**src/rtl/fsrd_pkg.sv**
```systemverilog
// Shared constants, types and helper functions of the dither block.
`timescale 1ns / 1ps
package fsrd_pkg;

	localparam int MAX_WIDTH  = 4096;
	localparam int MAX_HEIGHT = 4096;
	localparam int ERR_FRAC   = 8;
	localparam int ERR_W      = ERR_FRAC + 8;
	localparam int ADDR_W     = $clog2(MAX_WIDTH);
	localparam int CNT_W      = 12;
	localparam int DIM_W      = 13;
	localparam int LEV_W      = 9;
	localparam int ACC_W      = ERR_W + 4;
	localparam int E_W        = ACC_W + 1;
	localparam int T_W        = E_W + 3;
	localparam int DIV_W      = 12;
	localparam int DCNT_W     = 4;
	localparam int CH_W       = 2;
	localparam int CFG_IDX_W  = 3;
	localparam int CFG_DATA_W = 13;

	localparam logic [CFG_IDX_W-1:0] REG_RED_LEVELS   = 3'd0;
	localparam logic [CFG_IDX_W-1:0] REG_GREEN_LEVELS = 3'd1;
	localparam logic [CFG_IDX_W-1:0] REG_BLUE_LEVELS  = 3'd2;
	localparam logic [CFG_IDX_W-1:0] REG_IMAGE_WIDTH  = 3'd3;
	localparam logic [CFG_IDX_W-1:0] REG_IMAGE_HEIGHT = 3'd4;

	localparam logic [CH_W-1:0] CH_RED   = 2'd0;
	localparam logic [CH_W-1:0] CH_GREEN = 2'd1;
	localparam logic [CH_W-1:0] CH_BLUE  = 2'd2;

	typedef enum logic [3:0] {
		ST_IDLE,
		ST_READ,
		ST_STEP,
		ST_STEP_WAIT,
		ST_QUOT,
		ST_QUOT_WAIT,
		ST_MUL,
		ST_UPD,
		ST_WR_LEFT,
		ST_WR_CUR,
		ST_OUT
	} state_t;

	typedef struct packed {
		logic load_pix;
		logic cap_above;
		logic step_start;
		logic quot_start;
		logic mul;
		logic upd;
		logic wr_left;
		logic wr_cur;
		logic out_load;
	} cmd_t;

	typedef struct packed {
		logic div_done;
		logic last_col;
		logic last_row;
		logic col_nz;
		logic last_chan;
		logic out_free;
	} sts_t;

	localparam logic signed [T_W-1:0] ERR_HI = T_W'(2**(ERR_W-1) - 1);
	localparam logic signed [T_W-1:0] ERR_LO = -ERR_HI - T_W'(1);

	function automatic logic signed [ERR_W-1:0] sat_err(input logic signed [T_W-1:0] v);
		logic signed [T_W-1:0] r;
		if (v > ERR_HI) r = ERR_HI;
		else if (v < ERR_LO) r = ERR_LO;
		else r = v;
		return r[ERR_W-1:0];
	endfunction

	// Division by sixteen that truncates toward zero, as signed C division does.
	function automatic logic signed [T_W-1:0] div16(input logic signed [T_W-1:0] v);
		logic signed [T_W-1:0] a;
		a = v + (v[T_W-1] ? T_W'(15) : T_W'(0));
		return a >>> 4;
	endfunction

endpackage

```
**src/rtl/fsrd_ctrl.sv**
```systemverilog
// Sequencer of the dither block: steps each pixel through its channels.
`timescale 1ns / 1ps
module fsrd_ctrl (
	input  logic          clk,
	input  logic          arst_n,
	input  logic          in_valid,
	output logic          in_ready,
	input  fsrd_pkg::sts_t sts,
	output fsrd_pkg::cmd_t cmd
);
	import fsrd_pkg::*;

	state_t state_q, state_d;

	always_ff @(posedge clk or negedge arst_n) begin
		if (!arst_n) begin
			state_q <= ST_IDLE;
		end else begin
			state_q <= state_d;
		end
	end

	always_comb begin
		state_d  = state_q;
		cmd      = '0;
		in_ready = 1'b0;
		case (state_q)
			ST_IDLE: begin
				in_ready = 1'b1;
				if (in_valid) begin
					cmd.load_pix = 1'b1;
					state_d      = ST_READ;
				end
			end
			ST_READ: begin
				cmd.cap_above = 1'b1;
				state_d       = ST_STEP;
			end
			ST_STEP: begin
				cmd.step_start = 1'b1;
				state_d        = ST_STEP_WAIT;
			end
			ST_STEP_WAIT: begin
				if (sts.div_done) state_d = ST_QUOT;
			end
			ST_QUOT: begin
				cmd.quot_start = 1'b1;
				state_d        = ST_QUOT_WAIT;
			end
			ST_QUOT_WAIT: begin
				if (sts.div_done) state_d = ST_MUL;
			end
			ST_MUL: begin
				cmd.mul = 1'b1;
				state_d = ST_UPD;
			end
			ST_UPD: begin
				cmd.upd = 1'b1;
				state_d = sts.last_chan ? ST_WR_LEFT : ST_STEP;
			end
			ST_WR_LEFT: begin
				cmd.wr_left = !sts.last_row && sts.col_nz;
				state_d     = ST_WR_CUR;
			end
			ST_WR_CUR: begin
				cmd.wr_cur = !sts.last_row && sts.last_col;
				state_d    = ST_OUT;
			end
			ST_OUT: begin
				if (sts.out_free) begin
					cmd.out_load = 1'b1;
					state_d      = ST_IDLE;
				end
			end
			default: begin
				state_d = ST_IDLE;
			end
		endcase
	end
endmodule

```
**config.mk**
```make
export PLATFORM = sky130hd
export DESIGN_NAME = fsrd_ctrl
export DESIGN_NICKNAME = d
export VERILOG_FILES = /design/src/rtl/fsrd_pkg.sv /design/src/rtl/fsrd_ctrl.sv
export SDC_FILE = /design/constraint.sdc
export NUM_CORES = 1
export LEC_CHECK = 0
export BUFFER_PORTS_ARGS = -buffer_cell sky130_fd_sc_hd__buf_4
export CORE_AREA = 3 3 40 42
export CTS_CLUSTER_DIAMETER = 80
export DETAILED_ROUTE_END_ITERATION = 10
export DIE_AREA = 0 0 43 45
export MAX_ROUTING_LAYER = met4
export PLACE_DENSITY_LB_ADDON = 0.25
export SYNTH_ARGS = -nofsm -noshare
export SYNTH_HDL_FRONTEND = slang
export SYNTH_SLANG_ARGS = --single-unit
```
**constraint.sdc**
```tcl
create_clock -name clk -period 1.46 [get_ports clk]
set_input_delay 0.219 -clock clk [delete_from_list [all_inputs] [get_ports clk]]
set_output_delay 0.219 -clock clk [all_outputs]
set_load 0.02 [all_outputs]
```
# ---- Yosys cells after proc, flatten, opt, wreduce, memory -nomap -nowiden
# Cells that the tools add are included.
dict set report classes {
  eq_ne 14
  n_reduce_logical 5
  n_mux 18
}
# operator n
set ops {}
lappend ops {{$pmux W4 S11} 1}
lappend ops {{$mux W4} 5}
lappend ops {{$eq A4 B3 Y1 const B} 4}
lappend ops {{$eq A4 B4 Y1 const B} 3}
lappend ops {{$mux W1} 12}
lappend ops {{$eq A4 B2 Y1 const B} 2}
lappend ops {{$ne A2 B2 Y1 const B} 4}
lappend ops {{$eq A4 B1 Y1 const B} 1}
lappend ops {{$logic_not A4 Y1} 1}
lappend ops {{$reduce_and A4 Y1} 1}
lappend ops {{$logic_and A1 B1 Y1} 2}
lappend ops {{$logic_not A1 Y1} 1}
dict set report totals {
  output_inout_bits 10
  word_cells 38
  inputBits 9
  regBits 4
}

# ---- Longest topological paths before layout
# Gate-level depths: netlist (run 1).
dict set report logic_depth {
  word_depth 3
  mapped_depth 4
  ltp_nobuf 3
}

# ---- Worst setup path after synthesis (run 1)
# Ideal clock, no wire load.
dict set report synth_path {
  kind {reg-to-output}
  startpoint {reg state_q[2]}
  endpoint {out cmd[7] (netlist name)}
  t_arrival_ps 1320
  stages_incl_launch_ff 3
  required_time_ps 1241
  n_path_buf 1
  setup_slack_ps -79
  path_cell_list {dfrtp_1 > buf_6 > nor4b_1}
}
# item line_no
set synth_lines {}
lappend synth_lines {{from (decl)} fsrd_ctrl.sv:13} ;# state_t state_q, state_d;
lappend synth_lines {{from (signal assigned)} fsrd_ctrl.sv:19} ;# state_q <= state_d;
lappend synth_lines {{to (decl)} fsrd_ctrl.sv:9} ;# output fsrd_pkg::cmd_t cmd

==> impl_metrics.py, run 1 <==
metrics = {
    "critical_path": {
        "cp-end-kind": "output port",
        "path_buf_inv": 1,
        "arrival_ps": 1280,
        "max_stage_delay_ps": 390,
        "crit_chain": "or2_4 > and4bb_2 > buf_6",
        "critical_path_class": "register to output port",
        "crit_path_start": "state_q[1]$_DFFE_PN0P_",
        "crit_slowest_cell": "dfrtp_1",
        "cp_max_fo": 3,
        "start_kind": "register",
        "rrSetupSlack_ps": 200,
        "worstReg2RegStart": "state_q[2]$_DFFE_PN0P_",
        "cp_num_cells": 3,
        "endpoint": "cmd[2]",
        "critPathTopFamily": "simple AND/OR/NAND/NOR gates",
        "worst_r2r_endpoint": "state_q[0]$_DFFE_PN0P_",
        "cp.required_ps": 1240,
        "r2r_cells": 6,
    },
    "detailed_routing": {
        "route.detailed.drc": 0,
        "wire_per_inst_um": 12.76,
        "via_per_inst": 5.021,
        "vias": 472,
        "dr.pass1.iters": 4,
        "drt-initial-drc-count": 9,
        "ant_nets": 0,
        "totalWireLength_um": 1199,
    },
    "synthesis": {
        "synth-edff-count": 0,
        "synth_top_area_cell": "dfrtp_1",
        "syn_nets": 56,
        "synth.distinct_cells": 28,
        "syn_area_per_cell_um2": 8.306,
        "synthCells": 47,
        "netlist.area_leader.share_pct": 25.64,
        "yosysWarnings": 0,
        "async_flop_share_pct": 100.0,
        "ys_top_cells_by_area": "dfrtp_1 (26%), nor2_1 (6.7%), buf_6 (5.8%)",
        "ys.flop_type": "dfrtp_1",
        "synthesis.area_um2": 390.4,
        "ys_seq_elements": 4,
        "yosysSeqAreaShare_pct": 25.64,
    },
    "sta": {
        "setup_violations": 3,
        "slew_headroom_pct": 87.26,
        "fin_skew_ps": 8.010,
        "maxSlewViolCount": 0,
        "hold_viol": 0,
        "fmax_mhz": 666.1,
        "post-route-min-period_ps": 1501,
        "rsz0062_at_grt": "yes",
        "tightest_slew_ps": 190.2,
        "finalCritPeriodShare_pct": 102.8,
        "post-route-worst-setup-slack_ps": -41.37,
    },
    "placement": {
        "place_hpwl_um": 808,
        "dp_cells": 80,
        "place.port_buffers": 18,
        "place.gp.congestion": 0.8060,
    },
    "power": {
        "p_sw_uw": 629.2,
        "swShare_pct": 42.49,
        "pwr-share-clk_pct": 9.4,
        "p_total_uw": 1481,
        "peakVddDrop_v": 0.0008135,
        "power_density_nw_per_um2": 2048,
        "internal_power_uw": 851.6,
        "p_leak_uw": 0.0003417,
        "pwr-share-seq_pct": 13.4,
        "combPwrFrac_pct": 77.1,
    },
    "hold_path": {
        "min_path_cells": 2,
        "hold_path.class": "input pin to register",
    },
    "global_route": {
        "antenna_found_initial": 0,
        "grt-ovfl-total": 0,
        "grt_first_pass_wirelength_um": 1669,
        "grt.total_usage_pct": 11.86,
        "grt_max_degree": 13,
        "first_global_vias": 386,
    },
    "cells_and_area": {
        "mostFrequentLayoutCells": "buf_4 (25), buf_6 (7), nor2_1 (5)",
        "antenna_cells": 0,
        "nets": 90,
        "area_delta_synth_final_pct": 85.26,
        "largest_registers": "state_q x4",
        "final_common_cell": "buf_4",
        "largest_register_ffs": 4,
        "nFillCells": 122,
        "final_layout_size_suffix_gt1_share_pct": 59.49,
        "stdcell_count": 94,
        "top_register": "state_q",
    },
    "clock_tree": {
        "cts.clk_slew.worst_paths_ps": 40,
        "clock_path_buffers": 2,
        "cts.sinks": 4,
        "cts_max_level": 1,
        "cts_tree": "yes",
        "clockRootBuffer": "clkbuf_4",
        "cts_buffers": 3,
        "clk_latency_ps": 240,
    },
    "floorplan": {
        "die_height_um": 45,
        "io_pins": 19,
        "core_um2": 1285,
        "rows": 13,
        "die-area_um2": 1935,
        "initial_core_util_pct": 30.38,
        "die_x_um": 43,
    },
    "run_status": {
        "violations": "negative setup slack",
        "outcome": "complete, but fails checks",
    },
    "flow_run": {
        "max-cap-violations": 0,
    },
}
[how the worst min path moves through the flow]
stage / start / end / slack [ps]
2_1_floorplan: arst_n / state_q[0]$_DFFE_PN0P_ / -80
3_3_place_gp: arst_n / state_q[3]$_DFFE_PN0P_ / 20
3_5_place_dp: arst_n / state_q[3]$_DFFE_PN0P_ / 20
4_1_cts: sts[1] / state_q[3]$_DFFE_PN0P_ / 220
5_1_grt: sts[1] / state_q[3]$_DFFE_PN0P_ / 240
6_report: sts[1] / state_q[3]$_DFFE_PN0P_ / 220
[stage by stage]
step                      utilization [%]  instance area [um2]  worst slack, ps  TNS, ps  hold slack, ps
after detailed placement            42.26                543.0            154.0        0           20.20
after floorplan                         -                396.6            27.57        0          -76.59
after CTS                           47.13                605.6           -50.95   -135.0           216.4
final                               56.28                723.2           -41.37   -76.54           218.7
after global placement              42.26                543.0            153.4        0           19.80
after global routing                56.28                723.2           -62.90   -267.6           237.2
[cell families (layout without fill, tap and decap cells)]
logic type             Yosys count  in the layout  synth area share, %
AOI/OAI and AO/OA               11             11                18.91
and+or+nand+nor                 26             26                42.31
DFF                              4              4                25.64
buffers and inverters            5             37                10.57
muxes                            1              1                2.564
[synthesized netlist by cell type (2+ instances only)]
library cell	instances
nor2_1	7
dfrtp_1	4
nand2_1	4
a21oi_1	2
a22oi_1	2
buf_4	2
buf_6	2
nand2b_1	2
nand3b_1	2
o21ai_1	2
[final cells by class]
class / count / area, um2 / share of cell area, %
inverter: 1 / 3.754 / 0.5190
sequential: 4 / 100.1 / 13.84
clock buffer: 3 / 22.52 / 3.114
timing repair buffer: 33 / 276.5 / 38.24
multi-input combinational: 38 / 301.5 / 41.70
tap: 15 / 18.77 / 2.595
[layer usage]
metal | track usage [%] | vias up | share of wire (%)
li1 | - | 232 | -
met1 | 15.01 | 228 | 43
met2 | 17.96 | 10 | 52
met3 | 1.594 | 2 | 3.6
met4 | 7.229 | 0 | 1.2
met5 | - | - | 0
[power by group through the flow]
stage	Sequential [uW]	Combinational, uW	Clock [uW]
global route	202	1230	150
floorplan	203	587	0
detailed placement	204	789	0
finish	199	1140	140
CTS	195	863	144
global placement	201	786	0
[repair_timing]
action | in CTS | in global routing
endpoints found under the hold margin | 4 | 0
setup buffers | 2 | 8
hold buffers | 1 | 0
pin swaps | 2 | 1
gates resized for setup | 4 | 12
endpoints found under the setup margin | 4 | 9
[worst reg2reg max path, cell delays in order, from the launching register on]
cell	delay, ps
dfrtp_1	390
buf_6	160
buf_4	140
buf_4	130
a21o_1	160
nand2_1	60
o311a_1	160
No activity file was read; power rests on OpenSTA's default activity.
==> run 2: changes to the inputs <==
- SETUP_SLACK_MARGIN: not set -> 0.02
==> impl_metrics.py, run 2 (same netlist as run 1, synthesis figures left out) <==
metrics = {
    "run_status": {
        "outcome": "complete, but fails checks",
        "violations": "negative setup slack",
    },
    "critical_path": {
        "start_kind": "register",
        "r2r_cells": 5,
        "critical_path_class": "register to output port",
        "cp-end-kind": "output port",
        "cp_max_fo": 3,
        "worstReg2RegStart": "state_q[2]$_DFFE_PN0P_",
        "arrival_ps": 1280,
        "cp.required_ps": 1240,
        "worst_r2r_endpoint": "state_q[1]$_DFFE_PN0P_",
        "crit_path_start": "state_q[1]$_DFFE_PN0P_",
        "rrSetupSlack_ps": 230,
    },
    "clock_tree": {
        "clk_latency_ps": 240,
        "cts.clk_slew.worst_paths_ps": 40,
        "cts_buffers": 3,
        "clock_path_buffers": 2,
        "cts.sinks": 4,
        "cts_max_level": 1,
        "cts_tree": "yes",
        "clockRootBuffer": "clkbuf_4",
    },
    "floorplan": {
        "core_um2": 1285,
        "initial_core_util_pct": 30.38,
        "die-area_um2": 1935,
        "io_pins": 19,
        "die_height_um": 45,
        "die_x_um": 43,
        "rows": 13,
    },
    "global_route": {
        "first_global_vias": 389,
        "grt_max_degree": 13,
        "antenna_found_initial": 0,
        "grt-ovfl-total": 0,
        "grt.total_usage_pct": 11.94,
        "grt_first_pass_wirelength_um": 1683,
    },
    "sta": {
        "fmax_mhz": 665.1,
        "hold_viol": 0,
        "tightest_slew_ps": 188.4,
        "slew_headroom_pct": 87.41,
        "post-route-worst-setup-slack_ps": -43.59,
        "maxSlewViolCount": 0,
        "setup_violations": 3,
        "fin_skew_ps": 8.118,
        "finalCritPeriodShare_pct": 103.0,
        "post-route-min-period_ps": 1504,
        "rsz0062_at_grt": "yes",
    },
    "detailed_routing": {
        "drt-initial-drc-count": 17,
        "via_per_inst": 4.989,
        "ant_nets": 0,
        "vias": 464,
        "dr.pass1.iters": 4,
        "totalWireLength_um": 1171,
        "route.detailed.drc": 0,
        "wire_per_inst_um": 12.59,
    },
    "hold_path": {
        "min-delay-start": "sts[1]",
        "min_path_cells": 2,
        "holdPathEnd": "state_q[3]$_DFFE_PN0P_",
        "hold_path.class": "input pin to register",
    },
    "power": {
        "p_leak_uw": 0.0003338,
        "pwr-share-clk_pct": 9.7,
        "internal_power_uw": 816.9,
        "peakVddDrop_v": 0.0008911,
        "power_density_nw_per_um2": 2011,
        "p_total_uw": 1424,
        "swShare_pct": 42.65,
        "pwr-share-seq_pct": 14.3,
        "combPwrFrac_pct": 75.9,
        "p_sw_uw": 607.5,
    },
    "cells_and_area": {
        "nets": 89,
        "largest_registers": "state_q x4",
        "area_delta_synth_final_pct": 81.41,
        "top_register": "state_q",
        "antenna_cells": 0,
        "largest_register_ffs": 4,
        "final_layout_size_suffix_gt1_share_pct": 58.97,
        "mostFrequentLayoutCells": "buf_4 (25), buf_6 (6), nor2_1 (5)",
        "final_common_cell": "buf_4",
    },
    "flow_run": {
        "max-cap-violations": 0,
    },
    "placement": {
        "place.port_buffers": 18,
        "place_hpwl_um": 808,
        "place.gp.congestion": 0.8060,
        "dp_slack_ps": 154.0,
    },
}
==> run 2: changes by cell type in the layout (fill, tap and decap cells not counted) <==
cell / change
buf_6: -1
nor2b_2: -1
nor2b_4: +1
nor4b_2: +1
nor4b_4: -1
==> run 2: metal layers <==
metal	part of all wire (%)	global-route usage (%)	routed length, um
met1	41	15.25	477
met2	54	17.96	628
met3	5.6	1.594	65
met4	0	7.229	0
met5	0	-	0
==> run 2: worst max-delay path: stages, from the launching register on <==
cell and delay (ps):
dfrtp_1 390, or2_4 260, and4bb_2 290, buf_6 110
==> run 2: cell type report <==
| cell class | count | area [um2] |
|---|---|---|
| Multi-Input combinational cell | 38 | 297.8 |
| Clock buffer | 3 | 22.52 |
| Timing Repair Buffer | 32 | 265.3 |
| Inverter | 1 | 3.754 |
| Fill cell | 122 | 576.8 |
| Tap cell | 15 | 18.77 |
| Sequential cell | 4 | 100.1 |
==> run 2: worst max-delay path by stage <==
stage	endpoint	cells past startpoint
finish	cmd[2]	3
global route	cmd[2]	3
CTS	cmd[2]	3
detailed placement	cmd[1]	4
global placement	cmd[1]	4
floorplan	cmd[1]	3
==> run 2: timing repair <==
item	CTS	global route
hold buffers	1	0
setup buffers	2	7
pin swaps	2	3
endpoints found under the setup margin	6	9
gates resized for setup	5	10
endpoints found under the hold margin	4	0
==> run 2: stage by stage <==
stage	setup TNS, ps	utilization [%]	instance area, um2	hold WS [ps]	cells
2_1_floorplan	0	-	396.6	-76.59	47
3_3_place_gp	0	42.26	543.0	19.80	80
3_5_place_dp	0	42.26	543.0	20.20	80
4_1_cts	-134.9	47.42	609.3	216.4	86
5_1_grt	-227.3	55.11	708.2	237.2	93
6_report	-77.99	55.11	708.2	221.0	93
==> run 2: power by group through the flow <==
stage | clock, uW | combinational (uW) | sequential [uW]
after floorplan | 0 | 587 | 203
after global placement | 0 | 786 | 201
after detailed placement | 0 | 789 | 204
after CTS | 144 | 870 | 197
after global routing | 150 | 1170 | 206
final | 139 | 1080 | 204
==> run 3: changes to the inputs <==
- BUFFER_PORTS_ARGS: -buffer_cell sky130_fd_sc_hd__buf_4 -> not set
- DONT_BUFFER_PORTS: not set -> 1
==> impl_metrics.py, run 3 (same netlist as run 1, synthesis figures left out) <==
metrics = {
    "cells_and_area": {
        "mostFrequentLayoutCells": "buf_4 (14), nor2_1 (6), nand2_1 (4)",
        "top_register": "state_q",
        "nFillCells": 129,
        "largest_registers": "state_q x4",
        "stdcell_count": 77,
        "post-route-util_pct": 43.04,
        "antenna_cells": 0,
        "nets": 73,
        "largest_register_ffs": 4,
        "final_layout_size_suffix_gt1_share_pct": 46.77,
        "area_delta_synth_final_pct": 41.67,
        "final_common_cell": "buf_4",
    },
    "hold_path": {
        "min_path_cells": 2,
        "holdPathEnd": "state_q[1]$_DFFE_PN0P_",
        "hold_path.class": "input pin to register",
        "min-delay-start": "sts[5]",
    },
    "floorplan": {
        "die_height_um": 45,
        "die-area_um2": 1935,
        "initial_core_util_pct": 30.38,
        "rows": 13,
        "die_x_um": 43,
        "core_um2": 1285,
        "io_pins": 19,
    },
    "sta": {
        "post-route-min-period_ps": 1504,
        "slew_headroom_pct": 87.95,
        "fmax_mhz": 664.9,
        "rsz0062_at_grt": "yes",
        "maxSlewViolCount": 0,
        "post-route-worst-setup-slack_ps": -44.05,
        "setup_violations": 4,
        "finalCritPeriodShare_pct": 103.0,
        "fin_skew_ps": 3.380,
        "tightest_slew_ps": 180.1,
        "hold_viol": 0,
        "holdWs_ps": 143.8,
    },
    "critical_path": {
        "cp.required_ps": 1240,
        "cp_max_fo": 5,
        "worst_r2r_endpoint": "state_q[3]$_DFFE_PN0P_",
        "cp-end-kind": "output port",
        "worstReg2RegStart": "state_q[2]$_DFFE_PN0P_",
        "start_kind": "register",
        "arrival_ps": 1290,
        "r2r_cells": 4,
        "critical_path_class": "register to output port",
        "rrSetupSlack_ps": 320,
    },
    "power": {
        "pwr-share-seq_pct": 17.3,
        "combPwrFrac_pct": 71.9,
        "swShare_pct": 44.40,
        "power_density_nw_per_um2": 2255,
        "p_total_uw": 1247,
        "pwr-share-clk_pct": 10.8,
        "peakVddDrop_v": 0.0008800,
        "p_sw_uw": 553.7,
        "internal_power_uw": 693.3,
        "p_leak_uw": 0.0002487,
    },
    "global_route": {
        "grtUsageMet3_pct": 5.976,
        "met2_usage_pct": 16.77,
        "grt-ovfl-total": 0,
        "grt_max_degree": 11,
        "grt_first_pass_wirelength_um": 1649,
        "first_global_vias": 359,
        "grt_use_met1_pct": 14.67,
        "grt_busiest_layer": "met2",
        "antenna_found_initial": 0,
        "grt.total_usage_pct": 12.33,
    },
    "clock_tree": {
        "cts_buffers": 3,
        "clockRootBuffer": "clkbuf_4",
        "clock_path_buffers": 2,
        "cts_tree": "yes",
        "clk_latency_ps": 230,
        "cts.clk_slew.worst_paths_ps": 40,
        "cts_max_level": 1,
        "cts.sinks": 4,
    },
    "detailed_routing": {
        "via_per_inst": 5.506,
        "wire_per_inst_um": 13.66,
        "ant_nets": 0,
        "drt-initial-drc-count": 14,
        "vias": 424,
        "route.detailed.drc": 0,
        "totalWireLength_um": 1052,
        "dr.pass1.iters": 4,
    },
    "placement": {
        "place_hpwl_um": 731.6,
        "place.port_buffers": 0,
        "place.gp.congestion": 0.7623,
        "dp_cells": 70,
    },
    "run_status": {
        "outcome": "complete, but fails checks",
        "violations": "negative setup slack",
    },
    "flow_run": {
        "max-cap-violations": 0,
    },
}
==> run 3: changes by cell type in the layout (fill, tap and decap cells not counted), moves of 2 or more <==
| cell | before | now |
|---|---|---|
| dfrtp_1 | 4 | 2 |
| buf_6 | 6 | 1 |
| buf_4 | 25 | 14 |
| dfrtp_2 | 0 | 2 |
==> run 3: final cells by class <==
cell class,instances,area (um2),share of cell area (%)
Inverter,1,3.754,0.6787
Sequential cell,4,102.6,18.55
Timing Repair Buffer,16,126.4,22.85
Multi-Input combinational cell,38,279.0,50.45
Clock buffer,3,22.52,4.072
Tap cell,15,18.77,3.394
==> run 3: power groups by stage <==
stage,logic (uW),registers [uW],clock network (uW)
3_5_place_dp,717,235,0
2_1_floorplan,587,203,0
3_3_place_gp,723,234,0
6_report,896,216,135
5_1_grt,977,219,157
4_1_cts,809,216,143
==> run 3: per-stage QoR <==
stage          TNS (ps)  instance area, um2  setup slack (ps)
3_5_place_dp          0               467.9             137.3
4_1_cts          -181.8               525.5            -73.05
6_report         -89.76               553.0            -44.05
5_1_grt          -402.5               553.0            -87.85
3_3_place_gp          0               467.9             120.7
2_1_floorplan         0               396.6             27.57
==> run 3: worst max path at each step <==
stage               endpoint  slack [ps]                    from  cells past startpoint
CTS                   cmd[2]         -70  state_q[1]$_DFFE_PN0P_                      2
floorplan             cmd[1]          30  state_q[1]$_DFFE_PN0P_                      3
global route          cmd[7]         -90  state_q[1]$_DFFE_PN0P_                      3
finish                cmd[2]         -40  state_q[1]$_DFFE_PN0P_                      2
detailed placement    cmd[1]         140  state_q[2]$_DFFE_PN0P_                      3
global placement      cmd[1]         120  state_q[2]$_DFFE_PN0P_                      3
==> run 3: what timing repair did <==
item                                    CTS  global route
pin swaps                                 2             2
setup buffers                             2             1
gates cloned                              0             0
endpoints found under the setup margin    6            10
gates resized for setup                   5             4
hold buffers                              1             0
hold endpoints to repair                  4             0
==> run 3: per-layer routing <==
layer / vias up / part of all wire (%)
met5: - / 0
met4: 0 / 0
met3: 0 / 7.2
met2: 19 / 47
met1: 206 / 46
li1: 199 / -
==> run 3: critical path: stages, from the launching register on <==
cell and delay (ps):
dfrtp_2 420, or2_4 260, and4bb_2 370
